File: config.mk
export PLATFORM = sky130hd
export DESIGN_NAME = bounded_array_list_top
export DESIGN_NICKNAME = d
export VERILOG_FILES = /design/src/bal_pkg.sv /design/src/bal_ctrl.sv /design/src/bal_datapath.sv /design/src/bounded_array_list_top.sv
export SDC_FILE = /design/constraint.sdc
export NUM_CORES = 2
export LEC_CHECK = 0
export ABC_AREA = 1
export BUFFER_PORTS_ARGS = -buffer_cell sky130_fd_sc_hd__buf_4
export CORE_AREA = 2 2 335 337
export DETAILED_ROUTE_END_ITERATION = 6
export DIE_AREA = 0 0 337 339
export HOLD_SLACK_MARGIN = 0.1
export PLACE_DENSITY_LB_ADDON = 0.25
export SYNTH_ARGS = -nofsm -noshare
export SYNTH_HDL_FRONTEND = slang
export SYNTH_SLANG_ARGS = --single-unit
File: constraint.sdc
create_clock -name clk_i -period 2.8 [get_ports clk_i]
set_input_delay 0.28 -clock clk_i [delete_from_list [all_inputs] [get_ports clk_i]]
set_output_delay 0.28 -clock clk_i [all_outputs]
set_load 0.02 [all_outputs]
File: src/bal_pkg.sv
// Shared types, constants and codes for the bounded array list.
`timescale 1ns / 1ps
`default_nettype none

package bal_pkg;

  localparam int Depth     = 16;
  localparam int DataWidth = 32;
  localparam int PosWidth  = $clog2(Depth);
  localparam int CntWidth  = $clog2(Depth + 1);
  localparam int ReqWidth  = 3;

  localparam logic [CntWidth-1:0] CapReset = CntWidth'(Depth);

  typedef enum logic [ReqWidth-1:0] {
    ReqPushBack  = 3'd0,
    ReqPushFront = 3'd1,
    ReqPopBack   = 3'd2,
    ReqPopFront  = 3'd3,
    ReqInsertAt  = 3'd4,
    ReqRemoveAt  = 3'd5
  } req_e;

  typedef enum logic [1:0] {
    StOk     = 2'd0,
    StFull   = 2'd1,
    StEmpty  = 2'd2,
    StBadPos = 2'd3
  } status_e;

  typedef enum logic [1:0] {
    CtlIdle = 2'd0,
    CtlExec = 2'd1,
    CtlDone = 2'd2
  } ctl_state_e;

  typedef struct packed {
    logic [ReqWidth-1:0]         req_type;
    logic signed [DataWidth-1:0] value;
    logic [PosWidth-1:0]         position;
  } req_t;

  typedef struct packed {
    logic signed [DataWidth-1:0] data_out;
    logic [1:0]                  status;
    logic [CntWidth-1:0]         count;
  } rsp_t;

  typedef struct packed {
    logic load;
    logic exec;
  } ctl_cmd_t;

endpackage

`default_nettype wire

File: src/bal_ctrl.sv
// Controller state machine: accept, execute and answer one request.
`timescale 1ns / 1ps
`default_nettype none

module bal_ctrl (
  input  wire logic          clk_i,
  input  wire logic          rst_ni,
  input  wire logic          start,
  output logic               busy,
  output logic               valid_o,
  output bal_pkg::ctl_cmd_t  cmd_o
);
  import bal_pkg::*;

  ctl_state_e state_q, state_d;

  always_ff @(posedge clk_i or negedge rst_ni) begin
    if (!rst_ni) begin
      state_q <= CtlIdle;
    end else begin
      state_q <= state_d;
    end
  end

  always_comb begin
    state_d = state_q;
    case (state_q)
      CtlIdle: begin
        if (start) state_d = CtlExec;
      end
      CtlExec: begin
        state_d = CtlDone;
      end
      CtlDone: begin
        state_d = start ? CtlExec : CtlIdle;
      end
      default: begin
        state_d = CtlIdle;
      end
    endcase
  end

  always_comb begin
    busy       = 1'b0;
    valid_o    = 1'b0;
    cmd_o.load = 1'b0;
    cmd_o.exec = 1'b0;
    case (state_q)
      CtlIdle: begin
        cmd_o.load = start;
      end
      CtlExec: begin
        busy       = 1'b1;
        cmd_o.exec = 1'b1;
      end
      CtlDone: begin
        valid_o    = 1'b1;
        cmd_o.load = start;
      end
      default: begin
        busy = 1'b0;
      end
    endcase
  end

endmodule

`default_nettype wire

File: src/bal_datapath.sv
// Datapath: entry registers with parallel shift, count, capacity and result register.
`timescale 1ns / 1ps
`default_nettype none

module bal_datapath (
  input  wire logic                          clk_i,
  input  wire logic                          rst_ni,
  input  wire bal_pkg::ctl_cmd_t             cmd_i,
  input  wire bal_pkg::req_t                 req_i,
  input  wire logic                          cfg_we_i,
  input  wire logic [bal_pkg::CntWidth-1:0]  cfg_wdata_i,
  output bal_pkg::rsp_t                      rsp_o
);
  import bal_pkg::*;

  req_t                 req_q;
  rsp_t                 rsp_q, rsp_d;
  logic [DataWidth-1:0] ent_q [Depth];
  logic [DataWidth-1:0] ent_d [Depth];
  logic [CntWidth-1:0]  cnt_q, cnt_d;
  logic [CntWidth-1:0]  cap_q;

  logic [CntWidth-1:0]  eff_cap;
  logic                 full, empty, is_ins, is_rem, ins_ok, rem_ok;
  logic [PosWidth-1:0]  ins_pos, rem_pos;
  logic [CntWidth-1:0]  pos_ext;
  status_e              status;

  always_ff @(posedge clk_i) begin
    if (cmd_i.load) req_q <= req_i;
    if (cmd_i.exec) rsp_q <= rsp_d;
  end

  always_ff @(posedge clk_i or negedge rst_ni) begin
    if (!rst_ni) begin
      cap_q <= CapReset;
    end else if (cfg_we_i) begin
      cap_q <= cfg_wdata_i;
    end
  end

  always_ff @(posedge clk_i or negedge rst_ni) begin
    if (!rst_ni) begin
      cnt_q <= '0;
      for (int i = 0; i < Depth; i++) ent_q[i] <= '0;
    end else if (cmd_i.exec) begin
      cnt_q <= cnt_d;
      for (int i = 0; i < Depth; i++) ent_q[i] <= ent_d[i];
    end
  end

  always_comb begin
    eff_cap = (cap_q > CntWidth'(Depth)) ? CntWidth'(Depth) : cap_q;
    full    = cnt_q >= eff_cap;
    empty   = cnt_q == '0;
    pos_ext = {1'b0, req_q.position};
    is_ins  = 1'b0;
    is_rem  = 1'b0;
    ins_pos = cnt_q[PosWidth-1:0];
    rem_pos = PosWidth'(cnt_q - CntWidth'(1));
    case (req_q.req_type)
      ReqPushBack: begin
        is_ins = 1'b1;
      end
      ReqPushFront: begin
        is_ins  = 1'b1;
        ins_pos = '0;
      end
      ReqInsertAt: begin
        is_ins  = 1'b1;
        ins_pos = req_q.position;
      end
      ReqPopBack: begin
        is_rem = 1'b1;
      end
      ReqPopFront: begin
        is_rem  = 1'b1;
        rem_pos = '0;
      end
      ReqRemoveAt: begin
        is_rem  = 1'b1;
        rem_pos = req_q.position;
      end
      default: begin
        is_ins = 1'b0;
      end
    endcase
  end

  always_comb begin
    status = StOk;
    ins_ok = 1'b0;
    rem_ok = 1'b0;
    if (is_ins) begin
      if (full) begin
        status = StFull;
      end else if (req_q.req_type == ReqInsertAt && pos_ext > cnt_q) begin
        status = StBadPos;
      end else begin
        ins_ok = 1'b1;
      end
    end else if (is_rem) begin
      if (empty) begin
        status = StEmpty;
      end else if (req_q.req_type == ReqRemoveAt && pos_ext >= cnt_q) begin
        status = StBadPos;
      end else begin
        rem_ok = 1'b1;
      end
    end
  end

  always_comb begin
    for (int i = 0; i < Depth; i++) begin
      ent_d[i] = ent_q[i];
      if (ins_ok) begin
        if (CntWidth'(i) == {1'b0, ins_pos}) begin
          ent_d[i] = req_q.value;
        end else if (i > 0 && CntWidth'(i) > {1'b0, ins_pos}) begin
          ent_d[i] = ent_q[(i > 0) ? i - 1 : 0];
        end
      end else if (rem_ok) begin
        if (CntWidth'(i) >= {1'b0, rem_pos}) begin
          ent_d[i] = (i == Depth - 1) ? '0 : ent_q[(i < Depth - 1) ? i + 1 : i];
        end
      end
    end
  end

  always_comb begin
    cnt_d = cnt_q;
    if (ins_ok) cnt_d = cnt_q + CntWidth'(1);
    else if (rem_ok) cnt_d = cnt_q - CntWidth'(1);

    rsp_d.status = status;
    rsp_d.count  = cnt_d;
    if (rem_ok) rsp_d.data_out = ent_q[rem_pos];
    else if (status != StOk) rsp_d.data_out = '1;
    else rsp_d.data_out = '0;
  end

  assign rsp_o = rsp_q;

endmodule

`default_nettype wire

File: src/bounded_array_list_top.sv
// Top level of the bounded array list: controller plus datapath.
// An accepted request executes, then its result beat is strobed in the done state.
// No request is taken while busy; start may be taken during the result beat.
// The receiver cannot stall; each result beat lasts exactly one cycle.
// Reset: list empty, all entries zero, capacity 16; asynchronous and active low.
`timescale 1ns / 1ps
`default_nettype none

module bounded_array_list_top (
  input  wire logic                          clk_i,
  input  wire logic                          rst_ni,
  input  wire logic                          start,
  output logic                               busy,
  input  wire bal_pkg::req_t                 req_i,
  input  wire logic                          cfg_we_i,
  input  wire logic [bal_pkg::CntWidth-1:0]  cfg_wdata_i,
  output logic                               valid_o,
  output bal_pkg::rsp_t                      rsp_o
);
  import bal_pkg::*;

  ctl_cmd_t cmd;

  bal_ctrl u_ctrl (
    .clk_i   (clk_i),
    .rst_ni  (rst_ni),
    .start   (start),
    .busy    (busy),
    .valid_o (valid_o),
    .cmd_o   (cmd)
  );

  bal_datapath u_datapath (
    .clk_i       (clk_i),
    .rst_ni      (rst_ni),
    .cmd_i       (cmd),
    .req_i       (req_i),
    .cfg_we_i    (cfg_we_i),
    .cfg_wdata_i (cfg_wdata_i),
    .rsp_o       (rsp_o)
  );

  a_accept_exec: assert property (@(posedge clk_i) disable iff (!rst_ni)
    (start && !busy) |=> busy)
    else $error("accepted request did not enter execution");

  a_exec_result: assert property (@(posedge clk_i) disable iff (!rst_ni)
    busy |=> (valid_o && !busy))
    else $error("execution did not produce a result beat");

  a_count_range: assert property (@(posedge clk_i) disable iff (!rst_ni)
    valid_o |-> (rsp_o.count <= CntWidth'(Depth)))
    else $error("count beyond depth");

  a_fail_data: assert property (@(posedge clk_i) disable iff (!rst_ni)
    (valid_o && rsp_o.status != StOk) |-> (rsp_o.data_out == '1))
    else $error("failed request without all-ones data");

endmodule

`default_nettype wire
==> results.cfg <==
[setup_path]
crit_path_start_kind = flop
cp.required_ns = 3.33
cp_common_cell = nand2_1
rrSetupSlack_ns = 0.1
crit_buf_inv = 6
crit_slowest_cell = edfxtp_1
end_kind = flop
critPathArrivalTime_ns = 3.24
crit_type = reg -> reg
path_max_fanout = 14
crit_family = buffers and inverters
max_stage_delay_ns = 0.43
path_cells = inv_1 > ha_1 > a31oi_1 > nand2_2 > nand2_8 > buf_8 > buf_6 > nand3_1 > nand2_1 > buf_12 > nor2_4 > buf_12 > clkbuf_16 > nand2_1 > nand2_1

[synthesis]
yosysSeqAreaShare = 0.369
syn_inst = 7039
ys.flop_type = dfrtp_1
ys_ff_latch = 602
syn-num-nets = 7098
yosysTopAreaCell = nand2_1
synth.distinct_cells = 33
yosys_warnings = 0
netlist_area_sq_mm = 0.0418
synth_area_leaders = nand2_1 (35%), dfrtp_1 (31%), nand3_1 (13%)
synth_most_common_cell = nand2_1
syn_area_per_cell_sq_um = 5.94
async_reset_ff_frac = 0.870
yosys-top-cells-count = nand2_1 (3950), nand3_1 (1060), dfrtp_1 (523)
synth_edf_count = 78
synth_top_area_frac = 0.354

[sta]
worst_slew_pin_slew_ns = 0.766
max_freq_mhz = 370
skew_ns = 0.0132
layout_min_cycle_time_ns = 2.70
setup_viol = 0
whs_ns = 0.137
maxSlewViolCount = 0
period_share = 0.966
hold_viol = 0
rsz0062_at_grt = yes
maxSlewHeadroom = 0.489
finalWorstSetupSlack_ns = 0.0954

[pwr]
ir_drop_v = 0.000801
p_per_area_mw_per_mm2 = 960
leakagePower_nw = 28.3

[clock_tree]
cts_root_buf = clkbuf_16
clock-sinks = 602
insertion_delay_ns = 0.65
clk_pin_slew_worst_paths_ns = 0.06
cts_made_buffers = 76
cts_tree = done
htree_levels = 3
clockBufferDepth = 3

[detailed_routing]
drt-pass1-iter-count = 6
post-route-drc-count = 0
vias = 45611
viasPerCell = 5.30
wl_per_cell_um = 18.0
drt_iter0_drc = 4224
drtAntennaViolNets = 0
routed_wl_mm = 155

[floorplan]
die_w_um = 337
io_pins = 89
rows = 122
fp.dieArea_sq_mm = 0.114
design.core.area_sq_mm = 0.110
initial_core_util = 0.379
die_y_um = 339

[cells_and_area]
area_delta_synth_final_pct = 18.3
drive_gt1_frac = 0.0822
layoutNonFillerInstCount = 8606
layout.nets = 7117
fill_cells = 11631

[placed_design]
io_buffers = 88
placed_cells = 8387
pre_cts_ws_ns = 0.0183
place_hpwl_mm = 104
place.gp.congestion = 0.882

[global_routing]
grt_usage = 0.261
grt_pass1_vias = 43913
overflow = 0
antenna_found_initial = 2
grt_pass1_wl_mm = 243
grt_max_degree = 129

[run_status]
outcome = finished clean

[job]
cap_violations = 0

[hold_path]
hold_path.class = in -> async
-- layout by cell type, fill, tap and decap left out, drive strengths merged, types with 2 or more instances in the layout --
cell / netlist / routed
a21oi: 6 / 6
buf: 213 / 373
bufinv: 0 / 6
clkbuf: 287 / 119
clkinv: 1 / 22
clkinvlp: 0 / 2
dfrtp: 523 / 523
dlygate4sd3: 0 / 53
edfxtp: 78 / 78
ha: 11 / 11
inv: 528 / 531
mux2: 3 / 3
nand2: 3955 / 3956
nand3: 1061 / 1061
nand3b: 2 / 2
nor2: 48 / 48
o211ai: 3 / 3
o21a: 2 / 2
o21ai: 308 / 308
xor2: 4 / 4
-- state kept, by name, indices dropped and copies added, names as in the netlist --
signal and count:
u_datapath.pos_ext 4, u_datapath.ent_q 512, u_datapath.cnt_q 5, u_ctrl.state_q 2
u_datapath.rsp_o 39, u_datapath.req_q 35, u_datapath.cap_q 5
-- power by group --
group,leakage [nW],internal [mW],switching [mW]
sequential,7.97,11.0,1.95
combinational,19.2,8.20,16.4
clock,1.20,5.85,4.14
-- layer usage --
layer | vias to the layer above | GRT usage | share of wire
met5 | - | 0 | 0
met2 | 1691 | 0.435 | 0.47
li1 | 21788 | - | -
met1 | 21814 | 0.346 | 0.43
met4 | 0 | 0.0986 | 0.035
met3 | 318 | 0.0297 | 0.064
-- what timing repair did --
action	in CTS	in global routing
hold buffers	53	0
buffers inserted	0	11
gates cloned	0	17
endpoints found under the setup margin	4	525
hold endpoints to repair	458	0
pin swaps	0	8
resized for setup	1	71
-- logic make-up after synthesis --
logic type                 after synthesis  share of synthesized area
adders and majority gates               11                    0.00329
xor gates and xnor gates                 5                    0.00105
buffers and inverters                 1029                     0.0978
and+or+nand+nor                       5069                      0.488
AOI/OAI and AO/OA                      320                     0.0392
DFF                                    602                      0.369
muxes                                    3                   0.000808
-- cell type report --
cell class,instances,area [sq um],area share
Timing Repair Buffer,440,5160,0.104
Inverter,529,2000,0.0403
Tap cell,1488,1860,0.0376
Clock buffer,105,2120,0.0429
Sequential cell,602,15500,0.312
Multi-Input combinational cell,5409,22500,0.456
Clock inverter,32,333,0.00673
Antenna cell,1,2.50,0.0000506
-- worst paths after layout --
kind,from,to,depth (start not counted)
max,u_datapath.pos_ext[0],u_datapath.ent_q[300],15
min,rst_ni,u_datapath.ent_q[497],2
max reg2reg,u_datapath.pos_ext[0],u_datapath.ent_q[300],15
min reg2reg,u_datapath.ent_q[467],u_datapath.ent_q[467],2
max in group asynchronous,rst_ni,u_datapath.ent_q[250],3
min in group clk_i,req_i[24],u_datapath.req_q[24],2
-- per-stage QoR --
| step | cell area (sq um) | setup TNS [ns] | utilization | power, mW |
|---|---|---|---|---|
| after floorplan | 41800 | 0 | - | 27.0 |
| after global placement | 45700 | 0 | 0.415 | 36.1 |
| after detailed placement | 45700 | 0 | 0.415 | 36.3 |
| after CTS | 48700 | 0 | 0.442 | 46.5 |
| after global routing | 49500 | -0.0735 | 0.448 | 50.9 |
| final | 49500 | 0 | 0.448 | 47.5 |
(Power assumes the default switching activity.)
